`src/design/dda_pkg.sv`:
```
// Shared types, constants and control structures for the drift degraded axial spring.
`default_nettype none

package dda_pkg;

	// Field and register widths
	localparam int DATA_W     = 32;
	localparam int FRAC_BITS  = 16;
	localparam int KAX_W      = 34;
	localparam int DRIFT_W    = 31;
	localparam int TAN_W      = 35;
	localparam int STRESS_W   = 48;
	localparam int CFG_IDX_W  = 2;
	localparam int CFG_DATA_W = 34;

	// Datapath widths
	localparam int NUM_W   = DATA_W + 1;            // drift differences
	localparam int MAG_A_W = TAN_W;                 // |k| or |tangent|, at most 2^34
	localparam int MAG_B_W = NUM_W;                 // |n| or |strain|, at most 2^32
	localparam int SPLIT   = (MAG_B_W + 1) / 2;     // multiplier operand split
	localparam int PP_W    = MAG_A_W + SPLIT;
	localparam int HI_W    = MAG_A_W + MAG_B_W - SPLIT;
	localparam int SUM_W   = PP_W + SPLIT;
	localparam int PROD_W  = TAN_W + DATA_W;        // 2^34 * 2^32 fits
	localparam int CNT_W   = $clog2(PROD_W);
	localparam int TERM_W  = 41;                    // capped quotient, up to 2^40
	localparam int TSUM_W  = TERM_W + 2;
	localparam int Q_W     = PROD_W - FRAC_BITS + 1;

	// Tangent and stress limits
	localparam logic signed [TAN_W-1:0] TAN_RIGID = 35'sd9900000000;
	localparam logic signed [TAN_W-1:0] TAN_MAX   = {1'b0, {(TAN_W-1){1'b1}}};
	localparam logic signed [TAN_W-1:0] TAN_MIN   = {1'b1, {(TAN_W-1){1'b0}}};
	localparam logic signed [TAN_W-1:0] TAN_ONE   = 35'sd1;
	localparam logic signed [STRESS_W-1:0] STRESS_MAX = {1'b0, {(STRESS_W-1){1'b1}}};
	localparam logic signed [STRESS_W-1:0] STRESS_MIN = {1'b1, {(STRESS_W-1){1'b0}}};
	localparam logic [Q_W-1:0] Q_POS_LIMIT = Q_W'({(STRESS_W-1){1'b1}});
	localparam logic [Q_W-1:0] Q_NEG_LIMIT = Q_W'({1'b1, {(STRESS_W-1){1'b0}}});
	localparam logic [TERM_W-1:0] TERM_CAP = {1'b1, {(TERM_W-1){1'b0}}};

	// Configuration reset values
	localparam logic [KAX_W-1:0]   KAX_RESET = 34'd1000000;
	localparam logic [DRIFT_W-1:0] DSH_RESET = 31'd65536;
	localparam logic [DRIFT_W-1:0] DA_RESET  = 31'd131072;

	// Configuration register indexes
	localparam logic [CFG_IDX_W-1:0] CFG_AXIAL_STIFFNESS     = 2'd0;
	localparam logic [CFG_IDX_W-1:0] CFG_SHEAR_DRIFT         = 2'd1;
	localparam logic [CFG_IDX_W-1:0] CFG_AXIAL_FAILURE_DRIFT = 2'd2;

	typedef enum logic [1:0] {
		MODE_TRIAL,
		MODE_COMMIT,
		MODE_REVERT_LAST,
		MODE_REVERT_START
	} mode_t;

	typedef struct packed {
		mode_t                    mode;
		logic signed [DATA_W-1:0] strain;
		logic signed [DATA_W-1:0] lateral_drift;
	} in_item_t;

	typedef struct packed {
		logic signed [TAN_W-1:0]    tangent;
		logic signed [STRESS_W-1:0] stress;
		logic                       saturated;
		logic                       divide_fault;
	} out_item_t;

	typedef enum logic [3:0] {
		ST_IDLE,
		ST_SETUP,
		ST_APPLY,
		ST_KMUL_LO,
		ST_KMUL_HI,
		ST_KMUL_ACC,
		ST_DIV,
		ST_TERM,
		ST_TAN,
		ST_SMAG,
		ST_SMUL_LO,
		ST_SMUL_HI,
		ST_SMUL_ACC,
		ST_STRESS,
		ST_DONE
	} state_t;

	// Controller to datapath
	typedef struct packed {
		logic load;
		logic setup;
		logic apply;
		logic mul_lo;
		logic mul_hi;
		logic mul_acc;
		logic div_step;
		logic term;
		logic tan;
		logic smag;
		logic stress;
		logic out_load;
	} ctrl_cmd_t;

	// Datapath to controller
	typedef struct packed {
		logic is_trial;
		logic need_div;
		logic div_last;
		logic out_free;
	} ctrl_stat_t;

endpackage

`default_nettype wire

```
`src/design/dda_ctrl.sv`:
```
// Sequencing state machine for the drift degraded axial spring.
`default_nettype none

module dda_ctrl import dda_pkg::*; (
	input  logic       clk,
	input  logic       arst_n,
	input  logic       in_valid,
	output logic       in_ready,
	input  ctrl_stat_t st,
	output ctrl_cmd_t  cmd
);

	state_t state_q, state_d;

	// State register
	always_ff @(posedge clk or negedge arst_n) begin
		if (!arst_n) begin
			state_q <= ST_IDLE;
		end else begin
			state_q <= state_d;
		end
	end

	// Next state
	always_comb begin
		state_d = state_q;
		unique case (state_q)
			ST_IDLE: begin
				if (in_valid) state_d = ST_SETUP;
			end
			ST_SETUP: begin
				if (!st.is_trial)     state_d = ST_APPLY;
				else if (st.need_div) state_d = ST_KMUL_LO;
				else                  state_d = ST_TERM;
			end
			ST_APPLY:    state_d = ST_DONE;
			ST_KMUL_LO:  state_d = ST_KMUL_HI;
			ST_KMUL_HI:  state_d = ST_KMUL_ACC;
			ST_KMUL_ACC: state_d = ST_DIV;
			ST_DIV: begin
				if (st.div_last) state_d = ST_TERM;
			end
			ST_TERM:     state_d = ST_TAN;
			ST_TAN:      state_d = ST_SMAG;
			ST_SMAG:     state_d = ST_SMUL_LO;
			ST_SMUL_LO:  state_d = ST_SMUL_HI;
			ST_SMUL_HI:  state_d = ST_SMUL_ACC;
			ST_SMUL_ACC: state_d = ST_STRESS;
			ST_STRESS:   state_d = ST_DONE;
			ST_DONE: begin
				if (st.out_free) state_d = ST_IDLE;
			end
			default:     state_d = ST_IDLE;
		endcase
	end

	// Commands
	always_comb begin
		cmd      = '0;
		in_ready = 1'b0;
		unique case (state_q)
			ST_IDLE: begin
				in_ready = 1'b1;
				cmd.load = in_valid;
			end
			ST_SETUP:    cmd.setup = 1'b1;
			ST_APPLY:    cmd.apply = 1'b1;
			ST_KMUL_LO:  cmd.mul_lo = 1'b1;
			ST_KMUL_HI:  cmd.mul_hi = 1'b1;
			ST_KMUL_ACC: cmd.mul_acc = 1'b1;
			ST_DIV:      cmd.div_step = 1'b1;
			ST_TERM:     cmd.term = 1'b1;
			ST_TAN:      cmd.tan = 1'b1;
			ST_SMAG:     cmd.smag = 1'b1;
			ST_SMUL_LO:  cmd.mul_lo = 1'b1;
			ST_SMUL_HI:  cmd.mul_hi = 1'b1;
			ST_SMUL_ACC: cmd.mul_acc = 1'b1;
			ST_STRESS:   cmd.stress = 1'b1;
			ST_DONE:     cmd.out_load = st.out_free;
			default: begin
				cmd = '0;
			end
		endcase
	end

endmodule

`default_nettype wire

```
`config.mk`:
```
export PLATFORM = sky130hd
export DESIGN_NAME = dda_ctrl
export DESIGN_NICKNAME = d
export VERILOG_FILES = /design/src/design/dda_pkg.sv /design/src/design/dda_ctrl.sv
export SDC_FILE = /design/constraint.sdc
export NUM_CORES = 1
export LEC_CHECK = 0
export ABC_AREA = 0
export ABC_CLOCK_PERIOD_IN_PS = 1700
export BUFFER_PORTS_ARGS = -buffer_cell sky130_fd_sc_hd__buf_2
export CAP_MARGIN = 20
export CORE_AREA = 2 2 39 41
export CTS_BUF_LIST = sky130_fd_sc_hd__clkbuf_2 sky130_fd_sc_hd__clkbuf_4 sky130_fd_sc_hd__clkbuf_8
export DETAILED_ROUTE_END_ITERATION = 10
export DIE_AREA = 0 0 41 43
export PLACE_DENSITY_LB_ADDON = 0.05
export SYNTH_ARGS = -nofsm -noshare
export SYNTH_HDL_FRONTEND = slang
export SYNTH_SLANG_ARGS = --single-unit
```
`constraint.sdc`:
```
create_clock -name clk -period 1.7 [get_ports clk]
set_input_delay 0.17 -clock clk [delete_from_list [all_inputs] [get_ports clk]]
set_output_delay 0.17 -clock clk [all_outputs]
set_load 0.05 [all_outputs]
```
==> results.toml, run 1 <==
[placed_design]
placed_cells = 84
port_buffers = 19
placed_area_um2 = 515
place_ws_ns = 0.239
place_congestion = 0.677
dp_hpwl_um = 754

[finish]
stdcell_area_um2 = 556
syn2layout_area_growth_pct = 44.2
num-nets-final = 81
largest_register_ffs = 4
reg.largest.list = "state_q x4"
regMostFlops = "state_q"
finalNonFillerCells = 88
drive_above_1_share_pct = 47.2
antennaDiodeCount = 0

[clock_tree]
cts_buffers = 3
cts_setup_buffers = 0
clock-sinks = 4
cts.path.max_buffers = 2
clk_pin_slew_ns = 0.04
htree_levels = 1
ctsRootBufferMaster = "clkbuf_4"
clk_latency_ns = 0.23
cts_tree = "yes"

[sta]
holdWs_ns = 0.272
setup_slack_ns = 0.0959
worstMarginPinSlew_ns = 0.237
hold_viol = 0
layout_worst_path_cycle_share_pct = 94.4
fin_worst_skew_ns = 0.00323
fin_crit_ns = 1.60
slew_violations = 0
rsz0062_at_grt = "no"
finalSetupViolCount = 0
slew_headroom_pct = 84.1
timing.fmax_mhz = 623

[yosys]
ys_ff_latch = 4
synth_ff_type = "dfrtp_1"
syn_inst = 51
seq_area_frac_synth_pct = 26.0
syn_area_per_cell_um2 = 7.56
synth_nets = 58
synth_top_area_share_pct = 26.0
ys_async_sr_fraction_pct = 100
synth_edf_count = 0
synthDistinctLibCells = 25
synthTopCellsByCount = "nor2_1 (7), nand2b_1 (6), dfrtp_1 (4), inv_1 (4)"
yosys_warnings = 0
syn_area_um2 = 385
yosysTopAreaCell = "dfrtp_1"
synthTopCellsByArea = "dfrtp_1 (26%), nand2b_1 (9.7%), nor2_1 (6.8%), buf_2 (3.9%), nor3_1 (3.9%)"
synth.most_common_cell = "nor2_1"

[pwr]
p_leak_nw = 0.268
p_int_w = 0.000541
combinationalPowerShare_pct = 67.0
seqPwrFrac_pct = 24.2
p_sw_w = 0.000744
pwr-share-clk_pct = 8.8
p_sw_share_pct = 57.9
peakVddDrop_uv = 1200
powerDensity_nw_per_um2 = 2310

[critical_path]
startpoint_type = "flop"
cp.arrival_ns = 1.43
required_ns = 1.53
cpPeakStageDelay_ns = 0.48
worstPathCellList = "or2_2 > o22ai_2 > buf_2"
critPathMaxFanout = 12
worst-setup-path-type = "flop to output port"
end_kind = "output port"
crit_slowest_cell = "dfrtp_2"

[route]
ant_nets = 0
wirelength_um = 966
wl_per_cell_um = 11.0
vias = 433
dr.pass1.iters = 4
drc = 0
drtIter0Drc = 5
vias_per_cell = 4.92

[die]
fp-row-count = 14
io-pin-count = 20
core_area_um2 = 1380
fp.dieH_um = 43
die_w_um = 41
die_area_um2 = 1760
initial_core_util_pct = 27.8

[grt]
grt_antenna_before_repair = 0
grt_usage_pct = 13.6
grt_pass1_vias = 368
gr-total-overflow = 0
grt_pass1_wl_um = 1570
grt_max_degree = 14

[outcome]
outcome = "finished clean"

[worst_hold_path]
hp-class = "input pin to async pin"

[flow_run]
cap_violations = 0
[worst max-delay path: cells and delay by family, from the launching register on]
kind            cells  cell delay (ns)
compound gates      1             0.13
simple gates        1             0.32
buf+inv             1             0.28
flops               1             0.48
[layer usage]
| layer | wire [µm] | vias up | track usage, % |
|---|---|---|---|
| li1 | - | 219 | - |
| met1 | 431 | 198 | 17.9 |
| met2 | 464 | 14 | 18.4 |
| met3 | 57 | 2 | 3.14 |
| met4 | 12 | 0 | 10.0 |
| met5 | 0 | - | 0 |
[path summary, 6_finish.rpt]
| check | start | end | slack (ns) | cells after the start |
|---|---|---|---|---|
| min | arst_n | state_q[3] | 0.27 | 2 |
| min reg2reg | state_q[0] | state_q[0] | 0.65 | 2 |
| max in group asynchronous | arst_n | state_q[0] | 1.29 | 2 |
| max | state_q[1] | cmd[7] | 0.1 | 3 |
| min in group clk | in_valid | state_q[0] | 0.33 | 4 |
| max reg2reg | state_q[1] | state_q[2] | 0.30 | 3 |
[cells in the final DEF, fill, tap and decap left out]
cell / synthesis / routed
a221oi_1: 1 / 1
o21ai_1: 1 / 1
nand2_1: 3 / 3
o21bai_1: 2 / 2
nor3b_1: 2 / 2
dfrtp_2: 0 / 4
clkbuf_4: 0 / 4
nor2_2: 0 / 1
inv_1: 4 / 4
or2_2: 1 / 1
or4b_1: 1 / 1
a32o_1: 1 / 1
nor4_4: 0 / 1
buf_4: 1 / 2
buf_2: 3 / 18
o21ai_0: 1 / 1
and3_1: 1 / 1
a221o_1: 1 / 1
dlygate4sd3_1: 0 / 1
o22ai_2: 0 / 1
xnor2_1: 1 / 1
nand2b_1: 6 / 6
mux2_2: 1 / 1
a21o_1: 1 / 1
and2_1: 2 / 2
nor3_2: 0 / 1
nor2_1: 7 / 6
nor3_1: 3 / 2
a211oi_1: 1 / 1
[power groups by stage]
stage,Clock (W),Sequential (W),Combinational [W]
2_1_floorplan,0,0.000183,0.000816
3_3_place_gp,0,0.000307,0.000872
3_5_place_dp,0,0.000301,0.000864
4_1_cts,0.000119,0.000307,0.000869
5_1_grt,0.000130,0.000332,0.000932
6_report,0.000113,0.000311,0.000860
[metrics by stage]
stage | util, % | setup TNS [ns] | total power (W)
floorplan | - | -0.670 | 0.000998
global placement | 37.3 | 0 | 0.00118
detailed placement | 37.3 | 0 | 0.00117
CTS | 39.8 | 0 | 0.00130
global route | 40.1 | 0 | 0.00139
finish | 40.1 | 0 | 0.00128
[layout make-up]
| type | count | area, µm² |
|---|---|---|
| clock buffer | 3 | 22.5 |
| multi-input combinational | 39 | 270 |
| timing repair buffer | 22 | 123 |
| inverter | 4 | 15.0 |
| fill | 166 | 828 |
| sequential | 4 | 105 |
| tap | 16 | 20.0 |
[cell families after synthesis]
kind of cell	after synthesis	share of synthesized area (%)
multiplexers	1	2.92
flip-flops	4	26.0
AO/OA/AOI/OAI	10	19.5
buffers and inverters	8	9.74
XOR/XNOR	1	2.27
AND/OR/NAND/NOR	27	39.6
[what timing repair did]
action	in CTS	in global routing
gates resized for setup	2	3
cloned	0	0
hold buffers	1	0
setup endpoints to repair	2	5
endpoints found under the hold margin	4	0
(Power assumes the default switching activity.)
==> run 2, diff against run 1 <==
--- a/config.mk
+++ b/config.mk
@@ -5,7 +5,7 @@
 export SDC_FILE = /design/constraint.sdc
 export NUM_CORES = 1
 export LEC_CHECK = 0
-export ABC_AREA = 0
+export ABC_AREA = 1
 export ABC_CLOCK_PERIOD_IN_PS = 1700
 export BUFFER_PORTS_ARGS = -buffer_cell sky130_fd_sc_hd__buf_2
 export CAP_MARGIN = 20
==> run 2 against run 1 <==
Effect of this change:
- sequential power is 28% lower
- highest routed layer unchanged
- sequential share of layout area is 0.82 points lower
- power up 2.3%
- hold slack got worse by 0.0055 ns
- via count rose by 16%
- synthesized area increased by 2.6%
- register-to-register slack gained 0.11 ns
- wire length up 19%
- critical path type unchanged
==> results.toml, run 2 <==
[grt]
gr-total-overflow = 0
grt_pass1_wl_um = 1830
grt_usage_pct = 15.7
grt_max_degree = 8
grt_pass1_vias = 437
grt_antenna_before_repair = 0

[clock_tree]
cts_tree = "yes"
cts_buffers = 3
cts.path.max_buffers = 2
clk_latency_ns = 0.24
clock-sinks = 4
cts_setup_buffers = 0
ctsRootBufferMaster = "clkbuf_4"
htree_levels = 1
clk_pin_slew_ns = 0.04

[sta]
layout_worst_path_cycle_share_pct = 91.0
fin_crit_ns = 1.55
slew_violations = 0
tns_ns = 0
slew_headroom_pct = 83.0
worstMarginPinSlew_ns = 0.254
fin_worst_skew_ns = 0.00521
timing.fmax_mhz = 646
finalSetupViolCount = 0
hold_viol = 0
rsz0062_at_grt = "no"

[yosys]
syn_area_per_cell_um2 = 5.34
synth_edf_count = 0
synth.most_common_cell = "nand2_1"
synthDistinctLibCells = 14
seq_area_frac_synth_pct = 25.3
yosys_warnings = 0
synth_top_area_share_pct = 25.3
syn_area_um2 = 395
yosysTopAreaCell = "dfrtp_1"
ys_ff_latch = 4
ys_async_sr_fraction_pct = 100
syn_inst = 74
synth_nets = 81
synth_ff_type = "dfrtp_1"
synthTopCellsByArea = "dfrtp_1 (25%), nand2_1 (21%), nor2_1 (18%), inv_1 (15%), nand2_4 (2.8%)"
synthTopCellsByCount = "nand2_1 (22), nor2_1 (19), inv_1 (16)"

[finish]
drive_above_1_share_pct = 26.8
largest_register_ffs = 4
fillCellCount = 155
reg.largest.list = "state_q x4"
antennaDiodeCount = 0
multi_input_area_um2 = 245
final_common_cell = "nand2_1"
seq_area_um2 = 100
regMostFlops = "state_q"
syn2layout_area_growth_pct = 39.9
num-nets-final = 106
final_util_pct = 40.0
layout_common_cells = "nand2_1 (22), buf_2 (19), nor2_1 (17)"

[critical_path]
cp.arrival_ns = 1.38
path_buf_inv = 2
cpPeakStageDelay_ns = 0.40
startpoint_type = "flop"
end_kind = "output port"
crit_slowest_cell = "dfrtp_1"
critPathMaxFanout = 6
worstPathCellList = "nand2_1 > inv_1 > nand2_1 > nand2_1 > buf_2"
cpMostUsedCell = "nand2_1"
crit_family = "flip-flops"
worst-setup-path-type = "flop to output port"
required_ns = 1.53

[route]
vias_per_cell = 4.43
wl_per_cell_um = 10.1
dr.pass1.iters = 4
ant_nets = 0
vias = 501
wirelength_um = 1150
drc = 0
drtIter0Drc = 8

[placed_design]
port_buffers = 19
place_congestion = 0.770
dp_hpwl_um = 948

[die]
die_area_um2 = 1760
fp-row-count = 14
initial_core_util_pct = 28.6
fp.dieH_um = 43
die_w_um = 41
core_area_um2 = 1380
io-pin-count = 20

[worst_hold_path]
hp-class = "input pin to async pin"

[pwr]
p_leak_nw = 0.368
totalPowerFinal_w = 0.00131
peakVddDrop_uv = 1020
powerDensity_nw_per_um2 = 2380

[flow_run]
cap_violations = 0

[outcome]
outcome = "finished clean"
## run 2: logic make-up (layout without fill, tap and decap cells)
family / Yosys count / in the layout / share of synthesized area [%]
AOI/OAI and AO/OA: 6 / 6 / 9.18
buffers and inverters: 16 / 39 / 15.2
DFF: 4 / 4 / 25.3
and+or+nand+nor: 48 / 48 / 50.3
## run 2: worst paths after layout
kind / from / to / slack (ns) / cells past startpoint
max in group asynchronous: arst_n / state_q[1] / 1.31 / 2
worst min register to register: state_q[0] / state_q[0] / 0.69 / 2
worst max-delay path: state_q[3] / cmd[6] / 0.15 / 5
min in group clk: in_valid / state_q[1] / 0.30 / 3
worst max register to register: state_q[3] / state_q[2] / 0.41 / 8
worst min-delay path: arst_n / state_q[3] / 0.27 / 2
## run 2: cell type report
cell class | count | share of cell area [%]
timing repair buffer | 20 | 19.0
sequential | 4 | 18.1
inverter | 16 | 10.9
multi-input combinational | 54 | 44.3
clock buffer | 3 | 4.07
tap | 16 | 3.62
## run 2: repair_timing
| item | 4_1_cts | 5_1_grt |
|---|---|---|
| hold endpoints to repair | 4 | 0 |
| gates resized for setup | 0 | 1 |
| setup endpoints to repair | 0 | 1 |
| hold buffers | 1 | 0 |
## run 2: per-layer routing
metal / track usage, % / vias up / routed length, µm
met5: 0 / - / 0
met4: 6.00 / 0 / 12
met3: 6.28 / 2 / 73
met2: 22.8 / 16 / 537
met1: 20.1 / 214 / 522
li1: - / 269 / -
## run 2: power breakdown
part           switching [W]  internal [W]
Sequential         0.0000740      0.000150
Combinational       0.000724      0.000248
Clock              0.0000393     0.0000790
Total               0.000837      0.000477
## run 2: stage by stage
stage	std cells	setup WS (ns)	hold slack [ns]	area, µm²
floorplan	74	0.0613	-0.126	403
global placement	109	0.316	-0.0227	518
detailed placement	109	0.331	-0.0223	518
CTS	113	0.0731	0.260	551
global route	113	0.0188	0.295	553
finish	113	0.153	0.266	553
==> run 3, diff against run 2 <==
--- a/config.mk
+++ b/config.mk
@@ -13,6 +13,7 @@
 export CTS_BUF_LIST = sky130_fd_sc_hd__clkbuf_2 sky130_fd_sc_hd__clkbuf_4 sky130_fd_sc_hd__clkbuf_8
 export DETAILED_ROUTE_END_ITERATION = 10
 export DIE_AREA = 0 0 41 43
+export GPL_TIMING_DRIVEN = 0
 export PLACE_DENSITY_LB_ADDON = 0.05
 export SYNTH_ARGS = -nofsm -noshare
 export SYNTH_HDL_FRONTEND = slang
==> run 3 against run 2 <==
Effect of this change:
- sequential share of layout area fell by 0.082 points
- critical path type unchanged
- hold slack got worse by 0.0027 ns
- sequential cell count is the same
- combinational power about the same
- power grew 0.11%
- fmax down 2.1%
- largest power group unchanged
- core utilization is 0.18 points higher
- clock-buffer cell count stayed put
==> results.toml, run 3 (synthesized netlist as in run 2, its figures left out) <==
[outcome]
outcome = "finished clean"

[die]
io-pin-count = 20
die_area_um2 = 1760
fp.dieH_um = 43
initial_core_util_pct = 28.6
core_area_um2 = 1380
fp-row-count = 14
die_w_um = 41

[finish]
final_common_cell = "nand2_1"
drive_above_1_share_pct = 27.8
fillCellCount = 156
regMostFlops = "state_q"
largest_register_ffs = 4
syn2layout_area_growth_pct = 40.5
antennaDiodeCount = 0
reg.largest.list = "state_q x4"
num-nets-final = 106
layout_common_cells = "nand2_1 (22), buf_2 (19), inv_1 (16), nor2_1 (16), dfrtp_1 (4)"
stdcell_area_um2 = 556
finalNonFillerCells = 113

[sta]
worstMarginPinSlew_ns = 0.261
fin_crit_ns = 1.58
layout_worst_path_cycle_share_pct = 93.0
rsz0062_at_grt = "no"
hold_viol = 0
timing.fmax_mhz = 633
finalSetupViolCount = 0
tns_ns = 0
holdWs_ns = 0.264
fin_worst_skew_ns = 0.00418
slew_violations = 0
setup_slack_ns = 0.119
slew_headroom_pct = 82.5

[critical_path]
cpPeakStageDelay_ns = 0.42
path_buf_inv = 1
required_ns = 1.53
end_kind = "output port"
cpMostUsedCell = "nor2_1"
crit_slowest_cell = "dfrtp_1"
worst-setup-path-type = "flop to output port"
critPathMaxFanout = 6
worstPathCellList = "nor2_1 > nand2_1 > nor2_1 > buf_2"
cp.arrival_ns = 1.41
startpoint_type = "flop"
crit_family = "simple AND/OR/NAND/NOR gates"

[route]
vias = 499
wl_per_cell_um = 9.70
wirelength_um = 1100
vias_per_cell = 4.42
dr.pass1.iters = 4
drtIter0Drc = 10
ant_nets = 0
drc = 0

[pwr]
p_leak_nw = 0.368
peakVddDrop_uv = 1160
seqPwrFrac_pct = 17.4
combinationalPowerShare_pct = 73.8
pwr-share-clk_pct = 8.8
p_sw_share_pct = 63.6
powerDensity_nw_per_um2 = 2370
p_sw_w = 0.000837
p_int_w = 0.000479

[placed_design]
place_congestion = 0.809
placed_cells = 109
port_buffers = 19
placed_area_um2 = 518
place_ws_ns = 0.294
dp_hpwl_um = 914

[clock_tree]
clock-sinks = 4
cts_buffers = 3
clk_latency_ns = 0.23
ctsRootBufferMaster = "clkbuf_4"
htree_levels = 1
clk_pin_slew_ns = 0.04
cts_tree = "yes"
cts.path.max_buffers = 2

[grt]
grt_pass1_vias = 434
gr-total-overflow = 0
grt_max_degree = 8
grt_usage_pct = 14.4
grt_pass1_wl_um = 1730
grt_antenna_before_repair = 0

[worst_hold_path]
hp-class = "input pin to async pin"

[flow_run]
cap_violations = 0
run 3: cell counts in the layout (fill, tap and decap cells not counted):
No cell type changed its count.
run 3: through the flow:
| step | utilization, % | power (W) |
|---|---|---|
| floorplan | - | 0.000976 |
| finish | 40.1 | 0.00132 |
| detailed placement | 37.4 | 0.00119 |
| global route | 40.1 | 0.00143 |
| global placement | 37.4 | 0.00120 |
| CTS | 39.8 | 0.00131 |
run 3: power groups by stage:
| stage | combinational (W) | clock [W] | sequential, W |
|---|---|---|---|
| 5_1_grt | 0.00106 | 0.000130 | 0.000236 |
| 3_3_place_gp | 0.000984 | 0 | 0.000221 |
| 6_report | 0.000971 | 0.000116 | 0.000228 |
| 4_1_cts | 0.000973 | 0.000121 | 0.000220 |
| 2_1_floorplan | 0.000768 | 0 | 0.000208 |
| 3_5_place_dp | 0.000967 | 0 | 0.000220 |
run 3: worst paths after layout:
path | start | slack (ns) | endpoint | cells after the start
worst max-delay path | state_q[3] | 0.12 | cmd[11] | 4
worst min-delay path | arst_n | 0.26 | state_q[3] | 2
worst max register to register | state_q[3] | 0.42 | state_q[0] | 5
worst min register to register | state_q[0] | 0.72 | state_q[0] | 2
max in group asynchronous | arst_n | 1.32 | state_q[1] | 2
min in group clk | st[1] | 0.31 | state_q[2] | 6
run 3: worst register-to-register path, delay by kind of cell (launching register included):
kind	cells	cell delay [ns]
AO/OA/AOI/OAI	1	0.11
flip-flops	1	0.42
AND/OR/NAND/NOR	4	0.63
run 3: what timing repair did:
action                                  in CTS  in global routing
hold endpoints to repair                     4                  0
buffers inserted                             0                  0
resized for setup                            0                  2
hold buffers                                 1                  0
endpoints found under the setup margin       0                  3
run 3: routing by layer:
layer	GRT usage, %	up-vias	routed length, µm
met3	6.28	0	54
met5	0	-	0
met1	18.2	216	528
met2	21.6	13	513
met4	4.00	0	0
li1	-	270	-
run 3: layout make-up:
| type | count | area (µm²) | share of cell area [%] |
|---|---|---|---|
| inverter | 16 | 60.1 | 10.8 |
| clock buffer | 3 | 22.5 | 4.05 |
| tap | 16 | 20.0 | 3.60 |
| timing repair buffer | 20 | 105 | 18.9 |
| sequential | 4 | 100 | 18.0 |
| multi-input combinational | 54 | 248 | 44.6 |
